--- src/hw/rtl/audio_frame_overwrite_ring_assert.svh ---
// Assertion macros shared by the frame ring RTL.
// Depends on nothing; included by the modules that carry checks.
`ifndef AUDIO_FRAME_OVERWRITE_RING_ASSERT_SVH
`define AUDIO_FRAME_OVERWRITE_RING_ASSERT_SVH

// Same-cycle implication, disabled while reset is asserted.
`define AFOR_ASSERT_NOW(label, clk, rst_n, ante, cons) \
    label: assert property (@(posedge clk) disable iff (!rst_n) (ante) |-> (cons)) \
        else $error("frame ring check failed");

// Next-cycle implication, disabled while reset is asserted.
`define AFOR_ASSERT_NEXT(label, clk, rst_n, ante, cons) \
    label: assert property (@(posedge clk) disable iff (!rst_n) (ante) |=> (cons)) \
        else $error("frame ring check failed");

`endif

--- src/hw/rtl/afor_pkg.sv ---
// Package for the audio frame ring: sizes, operation codes, status struct.
// Used by every module of the block; depends on nothing.
package afor_pkg;

    localparam int DEPTH_FRAMES = 1024;
    localparam int MAX_CHANNELS = 4;

    // Field layout fixed by the item format.
    localparam int SAMPLE_W     = 32;
    localparam int NUM_FIELDS   = 4;
    localparam int OP_W         = 2;
    localparam int CAP_W        = 11;
    localparam int CH_W         = 3;
    localparam int LEVEL_W      = 11;
    localparam int COUNT_W      = 32;
    localparam int S_TDATA_W    = 136;
    localparam int M_TDATA_W    = 272;
    localparam int PADDR_W      = 3;
    localparam int PDATA_W      = 32;

    localparam int PTR_W  = (DEPTH_FRAMES > 1) ? $clog2(DEPTH_FRAMES) : 1;
    localparam int FILL_W = $clog2(DEPTH_FRAMES + 1);

    localparam logic [CAP_W-1:0] CAP_RESET = 11'd1024;
    localparam logic [CH_W-1:0]  CH_RESET  = 3'd2;

    // Register index is taken from paddr bit 2.
    localparam logic REG_CAPACITY = 1'b0;
    localparam logic REG_CHANNELS = 1'b1;

    typedef enum logic [OP_W-1:0] {
        OP_WRITE  = 2'd0,
        OP_READ   = 2'd1,
        OP_STATUS = 2'd2,
        OP_RSVD   = 2'd3
    } op_t;

    typedef logic [PTR_W-1:0]  ptr_t;
    typedef logic [FILL_W-1:0] fill_t;

    typedef struct packed {
        logic               read_valid;
        logic [LEVEL_W-1:0] fill_level;
        logic [COUNT_W-1:0] written;
        logic [COUNT_W-1:0] rd_total;
        logic [COUNT_W-1:0] dropped;
        logic [COUNT_W-1:0] underrun;
    } stat_t;

    // Advance a slot pointer, wrapping at the effective capacity.
    function automatic ptr_t next_slot(input ptr_t p, input fill_t cap);
        logic [PTR_W:0] n;
        n = {1'b0, p} + (PTR_W + 1)'(1);
        return (32'(n) >= 32'(cap)) ? '0 : n[PTR_W-1:0];
    endfunction

endpackage

--- src/hw/rtl/afor_merge.sv ---
// Merge stage: gathers the lane read data with the status into the
// output register. Depends on afor_pkg and the assertion header.
`include "audio_frame_overwrite_ring_assert.svh"

module afor_merge
    import afor_pkg::*;
(
    input  logic                                  clk,
    input  logic                                  rst_n,
    input  logic                                  advance,
    input  stat_t                                 stat,
    input  logic [MAX_CHANNELS-1:0]               lane_on,
    input  logic [MAX_CHANNELS-1:0][SAMPLE_W-1:0] rd_sample,
    input  logic                                  out_ready,
    output logic                                  out_free,
    output logic                                  out_valid,
    output stat_t                                 out_stat,
    output logic [MAX_CHANNELS-1:0][SAMPLE_W-1:0] out_sample
);

    logic                                  out_valid_reg, out_valid_next;
    stat_t                                 out_stat_reg;
    logic [MAX_CHANNELS-1:0][SAMPLE_W-1:0] out_sample_reg, sample_next;

    // Idle lanes and results without a frame read as zero.
    always_comb
    begin
        for (int i = 0; i < MAX_CHANNELS; i++)
        begin
            sample_next[i] = (stat.read_valid && lane_on[i]) ? rd_sample[i] : '0;
        end
    end

    assign out_free       = !out_valid_reg || out_ready;
    assign out_valid_next = advance || (out_valid_reg && !out_ready);

    always_ff @(posedge clk or negedge rst_n)
    begin
        if (!rst_n)
        begin
            out_valid_reg <= 1'b0;
        end
        else
        begin
            out_valid_reg <= out_valid_next;
        end
    end

    always_ff @(posedge clk)
    begin
        if (advance)
        begin
            out_stat_reg   <= stat;
            out_sample_reg <= sample_next;
        end
    end

    assign out_valid  = out_valid_reg;
    assign out_stat   = out_stat_reg;
    assign out_sample = out_sample_reg;

    `AFOR_ASSERT_NOW(a_no_frame_zero, clk, rst_n, out_valid_reg && !out_stat_reg.read_valid, out_sample_reg == '0)

endmodule

--- config.mk ---
export PLATFORM = sky130hd
export DESIGN_NAME = afor_merge
export DESIGN_NICKNAME = d
export VERILOG_FILES = /design/src/hw/rtl/afor_pkg.sv /design/src/hw/rtl/afor_merge.sv
export VERILOG_INCLUDE_DIRS = /design/src /design/src/hw/rtl
export SDC_FILE = /design/constraint.sdc
export NUM_CORES = 1
export LEC_CHECK = 0
export ABC_AREA = 1
export BUFFER_PORTS_ARGS = -buffer_cell sky130_fd_sc_hd__buf_2
export CORE_AREA = 3 3 212 214
export DETAILED_ROUTE_END_ITERATION = 12
export DIE_AREA = 0 0 215 217
export HOLD_SLACK_MARGIN = 0.03
export PLACE_DENSITY = 0.51
export SLEW_MARGIN = 20
export SYNTH_ARGS = -nofsm -noshare
export SYNTH_HDL_FRONTEND = slang
export SYNTH_SLANG_ARGS = --single-unit
--- constraint.sdc ---
create_clock -name clk -period 0.8 [get_ports clk]
set_input_delay 0.04 -clock clk [delete_from_list [all_inputs] [get_ports clk]]
set_output_delay 0.04 -clock clk [all_outputs]
set_load 0.005 [all_outputs]
# --- Word-level counts from Yosys, hierarchy flattened ---
# Index checks and enable logic that the tools add are counted.
# Widths: inputs -> output; s select.
word_totals:
  regBits: 269
  in_bits: 276
  output_inout_bits: 270
  wordCells: 20
op_classes:
  reduce_logical: 9
ops:
  columns: ["op", "n"]
  rows:
  - ["$logic_and 1x1->1", 5]
  - ["$logic_not 1->1", 2]
  - ["$logic_or 1x1->1", 2]

# --- Logic depth before layout (Yosys ltp) ---
logic_depth:
  depth_word: 3
  ltp_mapped: 3
  mapped_depth_nobuf: 3

# --- Least setup slack after synthesis ---
# Ideal clock, no wire load.
synth_timing:
  kind: "register to register"
  startpoint: "register out_valid_reg (netlist: out_valid)"
  endpoint: "register out_valid_reg (netlist: out_valid)"
  setup_ps: 120
  arrival_ps: 507
  required_time_ps: 680
  slack_ps: 174
  stages_incl_launch_ff: 3
  path_buffers: 0
  synth_period_minus_slack_ps: 626
  cell_sequence: "dfrtp_1 nand2_1 nand2_1"
synth_via:
  elab_chain_len: 2
synth_lines:
  columns: ["element", "line_no", "source"]
  rows:
  - ["start, declared", "afor_merge.sv:21", "logic out_valid_reg, out_valid_next;"]
  - ["start signal, assigned", "afor_merge.sv:45", "out_valid_reg <= out_valid_next;"]
  - ["$logic_and 1x1->1", "afor_merge.sv:35", "assign out_valid_next = advance || (out_valid_reg && !out_ready);"]
  - ["$logic_or 1x1->1", "afor_merge.sv:35", null]
  - ["via out_valid_next", "afor_merge.sv:21", null]
# The timed path passes the listed nets, and every way through them passes these cells.
# A chain may end at the register's enable or synchronous reset.

# --- Worst setup path after layout ---
layout_timing:
  startpoint: "register out_valid_reg (netlist: out_valid)"
  endpoint: "output out_free"
layout_via:
  elab_chain_len: 2
layout_lines:
  columns: ["element", "line_no", "source"]
  rows:
  - ["$logic_not 1->1", "afor_merge.sv:34", "assign out_free = !out_valid_reg || out_ready;"]
  - ["$logic_or 1x1->1", "afor_merge.sv:34", null]
  - ["end, declared", "afor_merge.sv:15", "output logic out_free,"]
# No other way between the ends.

==> run metrics <==
PD cells 2030 mW/mm^2; TritonCTS buffer count 29; Setup-failing EPs final 439; Syn. warnings 0; number of max-cap violations 0; hold slack -0.2016 ns; std cell rows 76; most common flop cell mapped by yosys edfxtp_1; area grow syn2layout 81.95%; dpl ws -0.1188 ns; syn_area_per_cell 16.74 um^2; Synth area leader edfxtp_1; number of global-route vias before repair 8327; failing checks negative hold slack, negative setup slack; Leak 7.557 nW; Synth top area share 88.21%; first-pass GRT wire length 46710 um; sequential fraction of the synthesis area 88.48%; Critical Path End Type output pin; period utilization 145.9%; die span in x 215 um; antenna violations before repair 0; Critical Path End out_free; clk root buf clkbuf_16; critical path type reg2out; CORE AREA 0.04308 mm^2; R2R Path End out_valid$_DFF_PN0_; Finished Cell Area 0.01660 mm^2; Arr. time, crit path 1.13 ns; Worst setup startpoint out_valid$_DFF_PN0_; Critical Path RT 0.76 ns; slew of the pin with the lowest slew margin 0.2506 ns; GRT overflow 0; Final #Nets 1694; crit path max fanout 2; Hold Path Class in2reg; Slew Viols, Final 0; final WL 31210 um; VDD IR max 1.231 mV; top post-synthesis cells by area edfxtp_1, inv_1, nor2_1; count leader, synth edfxtp_1; Final Critical Period 1.167 ns; worst r2r src out_valid$_DFF_PN0_; DR iter-0 viols 330; Clock Skews 0 ns; drt pass-1 iters 4; clk sinks 269; Final Hold Violating Endpoints 1; fmax 856.6 MHz; CTS Buffer Depth 3; flops & latches, synth 269; PortBufs 545; Initial Util 21.18%; proportion of layout cells with a drive suffix above 1 43.46%; HPWL after DPL 22020 um; Placed Area 0.01295 mm^2; Worst-Skew Late Latency 0.54 ns; DR vias 7439; io pins 546; Slew headroom 83.29%; worst setup margin -0.3674 ns; largest net degree at the start of global routing 35; Worst R2R Setup Slack 0.15 ns; DIE AREA 0.04666 mm^2; CTS tree built; gpl congestion 0.8295; DRC 0; Die H 217 um; # Post-CTS Setup Buffers 0; drt wl/cell 15.43 um; DR vias/cell 3.677; CP startpoint kind register; n_diodes 0; number of synthesized flops with an enable pin 268; Total Routing Usage GR 12.69%; Synth async-reset ratio 0.3717%; Clock transition at path regs 0.06 ns; Pwr Total 33.70 mW; Gate Count Post-Synth 545; synthesized area 0.009124 mm^2; R2R depth 2; Cell variety after synth 6; syn_nets 821; status complete, but fails checks; htree depth 1; RSZ-0062 raised after global routing yes; Synth top cells by count edfxtp_1, inv_1, nor2_1; Largest register FFs 140; ANT nets after route 0
[where the power goes]
group	total (mW)	switching, mW	internal (mW)
Sequential	17.0	0.288	16.7
Combinational	4.00	1.71	2.30
Clock	12.7	5.20	7.54
Total	33.7	7.19	26.5
[timing repair]
action / 4_1_cts / 5_1_grt
gates resized for setup: 0 / 4
hold endpoints to repair: 338 / 42
setup endpoints to repair: 270 / 541
hold buffers: 272 / 2
pin swaps: 1 / 0
[placed cells by master, fill, tap and decap left out, drive strengths merged]
cell and n:
inv 130, clkinv 15, bufinv 3, clkbuf 33
dlygate4sd3 273, dfrtp 1, nand2 6, edfxtp 268
buf 581, nor2 128
[worst max-delay path: stages (launching register included)]
cell and delay [ns]:
dfrtp_1 0.40, nand2_2 0.08, buf_2 0.11
[stage by stage]
step	setup TNS, ns	util, %	instances
final	-98.99	38.54	2023
after global routing	-118.10	38.54	2023
after CTS	-127.39	38.48	2022
after detailed placement	-12.37	30.07	1699
after global placement	-9.389	30.07	1699
after floorplan	0	-	545
[per-layer routing]
| layer | up-vias | wire length, um | global-route usage, % |
|---|---|---|---|
| li1 | 3538 | - | - |
| met1 | 3482 | 11110 | 13.18 |
| met2 | 355 | 16260 | 23.63 |
| met3 | 64 | 2792 | 4.482 |
| met4 | 0 | 1052 | 4.605 |
| met5 | - | 0 | 0 |
[worst min-delay path by stage]
| stage | startpoint | end | slack, ns | depth (start not counted) |
|---|---|---|---|---|
| 6_report | out_ready | out_valid$_DFF_PN0_ | -0.20 | 4 |
| 5_1_grt | out_ready | out_valid$_DFF_PN0_ | -0.20 | 4 |
| 4_1_cts | out_ready | out_valid$_DFF_PN0_ | -0.28 | 4 |
| 3_5_place_dp | rst_n | out_valid$_DFF_PN0_ | -0.18 | 1 |
| 3_3_place_gp | rst_n | out_valid$_DFF_PN0_ | -0.18 | 1 |
| 2_1_floorplan | rst_n | out_valid$_DFF_PN0_ | -0.26 | 0 |
[kinds of logic (layout without fill, tap and decap cells)]
group / after synthesis / after routing / synth area share, %
simple gates: 134 / 134 / 5.513
buf+inv: 142 / 1035 / 6.007
flops: 269 / 269 / 88.48
[cell type report]
class / count / area [um^2]
Clock buffer: 33 / 740.7
Clock inverter: 18 / 158.9
Fill cell: 4020 / 26480
Inverter: 130 / 488.0
Multi-Input combinational cell: 134 / 508.0
Sequential cell: 269 / 8073
Tap cell: 585 / 732.0
Timing Repair Buffer: 854 / 5901
No activity file was read; power rests on OpenSTA's default activity.
