<file path="src/hw/rtl/audio_frame_overwrite_ring_assert.svh">
// Assertion macros shared by the frame ring RTL.
// Depends on nothing; included by the modules that carry checks.
`ifndef AUDIO_FRAME_OVERWRITE_RING_ASSERT_SVH
`define AUDIO_FRAME_OVERWRITE_RING_ASSERT_SVH

// Same-cycle implication, disabled while reset is asserted.
`define AFOR_ASSERT_NOW(label, clk, rst_n, ante, cons) \
    label: assert property (@(posedge clk) disable iff (!rst_n) (ante) |-> (cons)) \
        else $error("frame ring check failed");

// Next-cycle implication, disabled while reset is asserted.
`define AFOR_ASSERT_NEXT(label, clk, rst_n, ante, cons) \
    label: assert property (@(posedge clk) disable iff (!rst_n) (ante) |=> (cons)) \
        else $error("frame ring check failed");

`endif

</file>
<file path="src/hw/rtl/afor_pkg.sv">
// Package for the audio frame ring: sizes, operation codes, status struct.
// Used by every module of the block; depends on nothing.
package afor_pkg;

    localparam int DEPTH_FRAMES = 1024;
    localparam int MAX_CHANNELS = 4;

    // Field layout fixed by the item format.
    localparam int SAMPLE_W     = 32;
    localparam int NUM_FIELDS   = 4;
    localparam int OP_W         = 2;
    localparam int CAP_W        = 11;
    localparam int CH_W         = 3;
    localparam int LEVEL_W      = 11;
    localparam int COUNT_W      = 32;
    localparam int S_TDATA_W    = 136;
    localparam int M_TDATA_W    = 272;
    localparam int PADDR_W      = 3;
    localparam int PDATA_W      = 32;

    localparam int PTR_W  = (DEPTH_FRAMES > 1) ? $clog2(DEPTH_FRAMES) : 1;
    localparam int FILL_W = $clog2(DEPTH_FRAMES + 1);

    localparam logic [CAP_W-1:0] CAP_RESET = 11'd1024;
    localparam logic [CH_W-1:0]  CH_RESET  = 3'd2;

    // Register index is taken from paddr bit 2.
    localparam logic REG_CAPACITY = 1'b0;
    localparam logic REG_CHANNELS = 1'b1;

    typedef enum logic [OP_W-1:0] {
        OP_WRITE  = 2'd0,
        OP_READ   = 2'd1,
        OP_STATUS = 2'd2,
        OP_RSVD   = 2'd3
    } op_t;

    typedef logic [PTR_W-1:0]  ptr_t;
    typedef logic [FILL_W-1:0] fill_t;

    typedef struct packed {
        logic               read_valid;
        logic [LEVEL_W-1:0] fill_level;
        logic [COUNT_W-1:0] written;
        logic [COUNT_W-1:0] rd_total;
        logic [COUNT_W-1:0] dropped;
        logic [COUNT_W-1:0] underrun;
    } stat_t;

    // Advance a slot pointer, wrapping at the effective capacity.
    function automatic ptr_t next_slot(input ptr_t p, input fill_t cap);
        logic [PTR_W:0] n;
        n = {1'b0, p} + (PTR_W + 1)'(1);
        return (32'(n) >= 32'(cap)) ? '0 : n[PTR_W-1:0];
    endfunction

endpackage

</file>
<file path="src/hw/rtl/afor_ctrl.sv">
// Ring control: pointers, fill count, totals and the status stage that
// pairs with the lane read. Depends on afor_pkg and the assertion header.
`include "audio_frame_overwrite_ring_assert.svh"

module afor_ctrl
    import afor_pkg::*;
(
    input  logic  clk,
    input  logic  rst_n,
    input  logic  accept,
    input  op_t   op,
    input  fill_t cap_eff,
    input  logic  cap_clear,
    input  logic  out_free,
    output logic  in_ready,
    output logic  wr_en,
    output logic  rd_en,
    output ptr_t  wr_ptr,
    output ptr_t  rd_ptr,
    output logic  advance,
    output stat_t stat
);

    ptr_t               wr_ptr_reg, wr_ptr_next;
    ptr_t               rd_ptr_reg, rd_ptr_next;
    fill_t              frame_cnt_reg, frame_cnt_next;
    logic [COUNT_W-1:0] written_reg, written_next;
    logic [COUNT_W-1:0] rd_total_reg, rd_total_next;
    logic [COUNT_W-1:0] dropped_reg, dropped_next;
    logic [COUNT_W-1:0] underrun_reg, underrun_next;
    logic               p1_valid_reg, p1_valid_next;
    stat_t              stat_reg, stat_next;
    logic               is_write, is_read, empty, full, got_frame;

    assign is_write = (op == OP_WRITE);
    assign is_read  = (op == OP_READ);
    assign empty    = (frame_cnt_reg == '0);
    assign full     = (32'(frame_cnt_reg) >= 32'(cap_eff));

    assign advance  = p1_valid_reg && out_free;
    assign in_ready = !p1_valid_reg || out_free;
    assign wr_en    = accept && is_write;
    assign rd_en    = accept && is_read && !empty;
    assign wr_ptr   = wr_ptr_reg;
    assign rd_ptr   = rd_ptr_reg;
    assign stat     = stat_reg;

    always_comb
    begin
        wr_ptr_next    = wr_ptr_reg;
        rd_ptr_next    = rd_ptr_reg;
        frame_cnt_next = frame_cnt_reg;
        written_next   = written_reg;
        rd_total_next  = rd_total_reg;
        dropped_next   = dropped_reg;
        underrun_next  = underrun_reg;
        got_frame      = 1'b0;
        if (cap_clear)
        begin
            wr_ptr_next    = '0;
            rd_ptr_next    = '0;
            frame_cnt_next = '0;
        end
        else if (accept)
        begin
            if (is_write)
            begin
                wr_ptr_next  = next_slot(wr_ptr_reg, cap_eff);
                written_next = written_reg + 1'b1;
                if (full)
                begin
                    // Overwrite the oldest unread frame.
                    rd_ptr_next    = next_slot(rd_ptr_reg, cap_eff);
                    frame_cnt_next = cap_eff;
                    dropped_next   = dropped_reg + 1'b1;
                end
                else
                begin
                    frame_cnt_next = frame_cnt_reg + 1'b1;
                end
            end
            else if (is_read)
            begin
                if (empty)
                begin
                    underrun_next = underrun_reg + 1'b1;
                end
                else
                begin
                    rd_ptr_next    = next_slot(rd_ptr_reg, cap_eff);
                    frame_cnt_next = frame_cnt_reg - 1'b1;
                    rd_total_next  = rd_total_reg + 1'b1;
                    got_frame      = 1'b1;
                end
            end
        end
    end

    always_comb
    begin
        stat_next            = stat_reg;
        p1_valid_next        = p1_valid_reg && !advance;
        if (accept)
        begin
            p1_valid_next         = 1'b1;
            stat_next.read_valid  = got_frame;
            stat_next.fill_level  = LEVEL_W'(frame_cnt_next);
            stat_next.written     = written_next;
            stat_next.rd_total    = rd_total_next;
            stat_next.dropped     = dropped_next;
            stat_next.underrun    = underrun_next;
        end
    end

    always_ff @(posedge clk or negedge rst_n)
    begin
        if (!rst_n)
        begin
            wr_ptr_reg    <= '0;
            rd_ptr_reg    <= '0;
            frame_cnt_reg <= '0;
            written_reg   <= '0;
            rd_total_reg  <= '0;
            dropped_reg   <= '0;
            underrun_reg  <= '0;
            p1_valid_reg  <= 1'b0;
        end
        else
        begin
            wr_ptr_reg    <= wr_ptr_next;
            rd_ptr_reg    <= rd_ptr_next;
            frame_cnt_reg <= frame_cnt_next;
            written_reg   <= written_next;
            rd_total_reg  <= rd_total_next;
            dropped_reg   <= dropped_next;
            underrun_reg  <= underrun_next;
            p1_valid_reg  <= p1_valid_next;
        end
    end

    always_ff @(posedge clk)
    begin
        stat_reg <= stat_next;
    end

    `AFOR_ASSERT_NOW(a_fill_bound, clk, rst_n, 1'b1, 32'(frame_cnt_reg) <= 32'(cap_eff))
    `AFOR_ASSERT_NEXT(a_full_write_keeps_fill, clk, rst_n, accept && is_write && full && !cap_clear, frame_cnt_reg == $past(frame_cnt_reg))
    `AFOR_ASSERT_NEXT(a_status_held, clk, rst_n, p1_valid_reg && !advance, p1_valid_reg)

endmodule

</file>
<file path="config.mk">
export PLATFORM = sky130hd
export DESIGN_NAME = afor_ctrl
export DESIGN_NICKNAME = d
export VERILOG_FILES = /design/src/hw/rtl/afor_pkg.sv /design/src/hw/rtl/afor_ctrl.sv
export VERILOG_INCLUDE_DIRS = /design/src /design/src/hw/rtl
export SDC_FILE = /design/constraint.sdc
export NUM_CORES = 1
export LEC_CHECK = 0
export ABC_AREA = 1
export BUFFER_PORTS_ARGS = -buffer_cell sky130_fd_sc_hd__buf_2
export CAP_MARGIN = 10
export CORE_MARGIN = 8
export CORE_UTILIZATION = 54
export CTS_CLUSTER_SIZE = 28
export DETAILED_ROUTE_END_ITERATION = 8
export PLACE_DENSITY = 0.8
export SLEW_MARGIN = 0
export SYNTH_ARGS = -nofsm -noshare
export SYNTH_HDL_FRONTEND = slang
export SYNTH_SLANG_ARGS = --single-unit
</file>
<file path="constraint.sdc">
create_clock -name clk -period 5 [get_ports clk]
set_input_delay 1 -clock clk [delete_from_list [all_inputs] [get_ports clk]]
set_output_delay 1 -clock clk [all_outputs]
set_load 0.03 [all_outputs]
</file>
Word level (Yosys, flattened, before mapping)
Cells that the tools add are included.
- mux-type cells: 36
- equal/unequal tests: 3
- reduce and logical (&&, ||, !) cells: 17
- bitwise logic cells: 1
- add/subtract/negate cells: 8
- $lt $le $gt $ge: 3
- operators by type and width (operator ; number):
    $mux W32 ; 17
    $add A32 B1 Y32 const B ; 4
    $mux W10 ; 11
    $mux W11 ; 6
    $ge A11 B11 Y1 ; 3
    $add A10 B1 Y11 const B ; 2
    $add A11 B1 Y11 const B ; 1
    $logic_not A11 Y1 ; 1
    $sub A11 B1 Y11 const B ; 1
    $logic_and A1 B1 Y1 ; 5
    $reduce_and A4 Y1 ; 1
    $reduce_bool A2 Y1 ; 2
    $logic_not A1 Y1 ; 3
    $ne A3 B2 Y1 const B ; 1
    $ne A3 B3 Y1 const B ; 1
    $reduce_bool A3 Y1 ; 1
    $reduce_or A3 Y1 ; 1
    $eq A2 B1 Y1 const B ; 1
    $logic_not A2 Y1 ; 1
    $mux W1 ; 2
    $reduce_and A2 Y1 ; 1
    $logic_or A1 B1 Y1 ; 1
    $not A1 Y1 ; 1
- bits of input ports: 18
- output and inout port bits: 164
- register bits: 300
- word-level logic and storage cells: 82

Depth between registers and ports, before layout
- depth after elaboration: 8
- gate-level depth with buffers: 15
- mapped depth without buffers: 15

Least setup slack after synthesis
Ideal clock, no wire load.
- kind: in2out
- start point: in op[0]
- end point: out rd_en
- required time: 4.000 ns
- stages on the path: 4
- buffers on the path: 0
- arrival: 1.844 ns
- slack: 2.156 ns
- path through: inv_1 > nor2_2 > nand2_1 > nor2_1
- longest elaborated chain between the ends: 3
- ends and longest elaborated chain (element ; line ; source):
    start, declared ; afor_ctrl.sv:11 ; input op_t op,
    $eq A2 B1 Y1 ; afor_ctrl.sv:36 ; assign is_read = (op == OP_READ);
    $logic_and A1 B1 Y1 (2 in series) ; afor_ctrl.sv:43 ; assign rd_en = accept && is_read && !empty;
    end, declared ; afor_ctrl.sv:17 ; output logic rd_en,
Every way passes these cells.

Worst setup path after layout
- start point: reg frame_cnt_reg[0]
- end point: out rd_en
- longest elaborated chain between the ends: 3
- ends and longest elaborated chain (element ; line ; source):
    start, declared ; afor_ctrl.sv:26 ; fill_t frame_cnt_reg, frame_cnt_next;
    start signal, assigned ; afor_ctrl.sv:132 ; frame_cnt_reg <= frame_cnt_next;
    $logic_not A11 Y1 ; afor_ctrl.sv:37 ; assign empty = (frame_cnt_reg == '0);
    $logic_not A1 Y1 ; afor_ctrl.sv:43 ;
    $logic_and A1 B1 Y1 ; afor_ctrl.sv:43 ;
Every way passes these cells.

==> results.md <==
- WL per Instance: 16.8 um
- Root Driver: clkbuf_16
- Initial antenna violation count: 0
- Most common cell after layout, fill and taps aside: nand2_1
- Synth Area in XOR/XNOR: 6.56%
- Largest family of logic cells by synthesized area: simple AND/OR/NAND/NOR gates
- Share of layout cells above drive strength 1: 15.7%
- Post-CTS Setup Bufs: 0
- Layout Area Growth over Synthesis: 16.3%
- Setup crit start: frame_cnt_reg[0]
- Final WL: 34600 um
- N_diodes: 0
- Inserted Clock Buffers: 30
- Avg Cell Area, Syn: 9.54 um^2
- Worst slew pin tran: 933 ps
- Crit path DAT: 2550 ps
- Critical Path Max Stage Delay: 460 ps
- CTS Hold Bufs: 0
- Final period util: 71.0%
- Synth Area in Adders: 3.59%
- Initial DRC Count: 1072
- Die Footprint: 0.0319 mm^2
- Worst reg2reg startpoint: rd_ptr[0]
- Synth cell types: 37
- Final hold violations: 0
- Setup WS pre-CTS: 1390 ps
- PortBufs: 181
- Critical Path End Type: output pin
- Die height: 179 um
- Total Routing Usage GR: 21.9%
- Setup_tns: 0 ps
- Most frequent cells in the layout: 377 x nand2_1, 193 x inv_1, 179 x buf_2
- Vias: 10900
- Crit Path Category: flop to output pin
- First-pass GRT wire length: 56300 um
- Max Cap Violations: 0
- CTS tree: built
- Clock Path Buffers: 3
- Yosys reg bits: 300
- Count of final setup violators: 0
- RSZ-0062 raised after global routing: no
- Worst-path maximum fanout: 7
- Delay-heaviest family, CP: simple AND/OR/NAND/NOR gates
- Pin count of the biggest net entering global routing: 87
- Outcome: complete, no violations
- Post-Syn Instances: 1496
- Vias per cell: 5.28
- Initial Util: 54.9%
- Crit-path cells: inv_1, ha_1, nand3_2, nor2_2, nand2_1, nand2_1, nor2_1, buf_2
- Core ar.: 0.0260 mm^2
- Vias in the first global route: 10900
- Reg2Reg Depth: 13
- CP max stage cell: dfrtp_1
- Maximum VDD drop: 0.305 mV
- Die width: 179 um
- PwrDens: 342 mW/mm^2
- Number of instances in the placed design: 2007
- Number of flip-flops in the largest register: 140
- Startpoint types: flop
- Boundary Pins: 182
- Slew margin rel.: 37.6%
- Final RePlAce weighted congestion: 0.901
- Buf/Inv on CP: 2
- Compound-gate portion of the synthesized area: 2.16%
- Most common cell type on the critical path: nand2_1
- GR Overflow Total: 0
- R2R setup slack: 1850 ps
- Sequential-to-total area share from yosys stat: 57.5%
- Min cycle time layout: 3550 ps
- HPWL Detailed: 25500 um
- Mapped cell area: 0.0143 mm^2
- Max Slew Vio Count: 0
- Simple-gate portion of the synthesized area: 24.4%
- Rows: 59
- Clock sink count: 300
- Cell area after layout: 0.0166 mm^2
- Fmax: 282 MHz
- Final cell count without fillers: 2063
- Setup WS post-layout: 1450 ps
- DRC: 0
- Post-synthesis mux area share: 0%
- Clk_lat worst skew: 560 ps
- Drt pass-1 iters: 6
- Area after DPL: 0.0156 mm^2
- CP Depth: 8
- Nets: 1763
- Resize count post-CTS: 0
- R2R Path End: rd_ptr[5]
- LEAKAGE: 8.11 nW
- Clock transition at the registers of the reported paths: 60 ps
- Mapped Nets: 1555
- H-tree Lvls: 1
- Fin Clk Skew: 29.2 ps
- Antenna-violating nets left: 0
- Synth warnings: 0
- Critical Path RT: 4000 ps
- Hold Crit Class: primary input to async pin
## cell usage after synthesis
cell type	n	area share, %
edfxtp_1	140	29
clkbuf_1	6	0.16
nor3b_2	1	0.088
nor3_1	37	1.3
buf_2	3	0.11
ha_1	41	3.6
nor2_4	9	0.71
o2111ai_1	1	0.061
nor3_2	1	0.070
dfrtp_1	160	28
a21oi_1	19	0.67
nor2_8	3	0.42
o21bai_1	5	0.26
nor2_1	147	3.9
clkinv_1	2	0.053
nand4_1	40	1.8
a31o_2	2	0.12
xor2_1	64	3.9
or2_2	1	0.044
nor4_1	7	0.31
inv_1	193	5.1
and3_1	3	0.13
nand4_2	1	0.088
o21ai_0	26	0.91
o211ai_1	1	0.053
nand2_2	3	0.13
buf_6	2	0.16
nand3_1	128	4.5
nand3_2	3	0.21
buf_4	1	0.053
nand3b_1	9	0.47
a31oi_1	2	0.088
nand2_1	377	9.9
nor2_2	8	0.35
nor3b_1	2	0.11
inv_2	5	0.13
xnor2_1	43	2.6
## layout make-up
type | instances | area (um^2)
Timing Repair Buffer | 188 | 983
Clock buffer | 41 | 842
Clock inverter | 15 | 146
Sequential cell | 300 | 8210
Multi-Input combinational cell | 984 | 5250
Inverter | 200 | 751
Fill cell | 2092 | 9390
Tap cell | 335 | 419
## report_power, final
group	internal, mW	leakage (nW)	switching, mW
clock network	1.28	0.473	0.927
logic	0.170	4.18	0.469
registers	2.73	3.45	0.0961
total	4.18	8.11	1.49
## how the worst max path moves through the flow
stage	end	slack, ps
final	rd_en	1450
after global routing	rd_en	1360
after CTS	rd_en	1500
after detailed placement	stat[51]	1390
after global placement	stat[38]	1510
after floorplan	rd_en	2160
## cells by family after synthesis
logic type | count (synthesis)
AO/OA/AOI/OAI | 56
XOR/XNOR | 107
adder cells (fa/ha/maj) | 41
buffers and inverters | 212
flip-flops | 300
AND/OR/NAND/NOR | 780
## layer usage
metal / track usage, % / vias up / wire, um
met3: 3.73 / 56 / 2600
li1: - / 5295 / -
met2: 36.0 / 400 / 16300
met4: 5.61 / 0 / 759
met5: 0 / - / 0
met1: 29.6 / 5146 / 14900
## stage by stage
stage	utilization, %	power, mW	hold WS [ps]
after floorplan	-	3.27	432
after global placement	60.1	3.50	449
after detailed placement	60.1	3.52	470
after CTS	63.9	5.73	478
after global routing	63.9	5.89	494
final	63.9	5.68	461
Note: power is estimated with default switching activity, not from simulation.
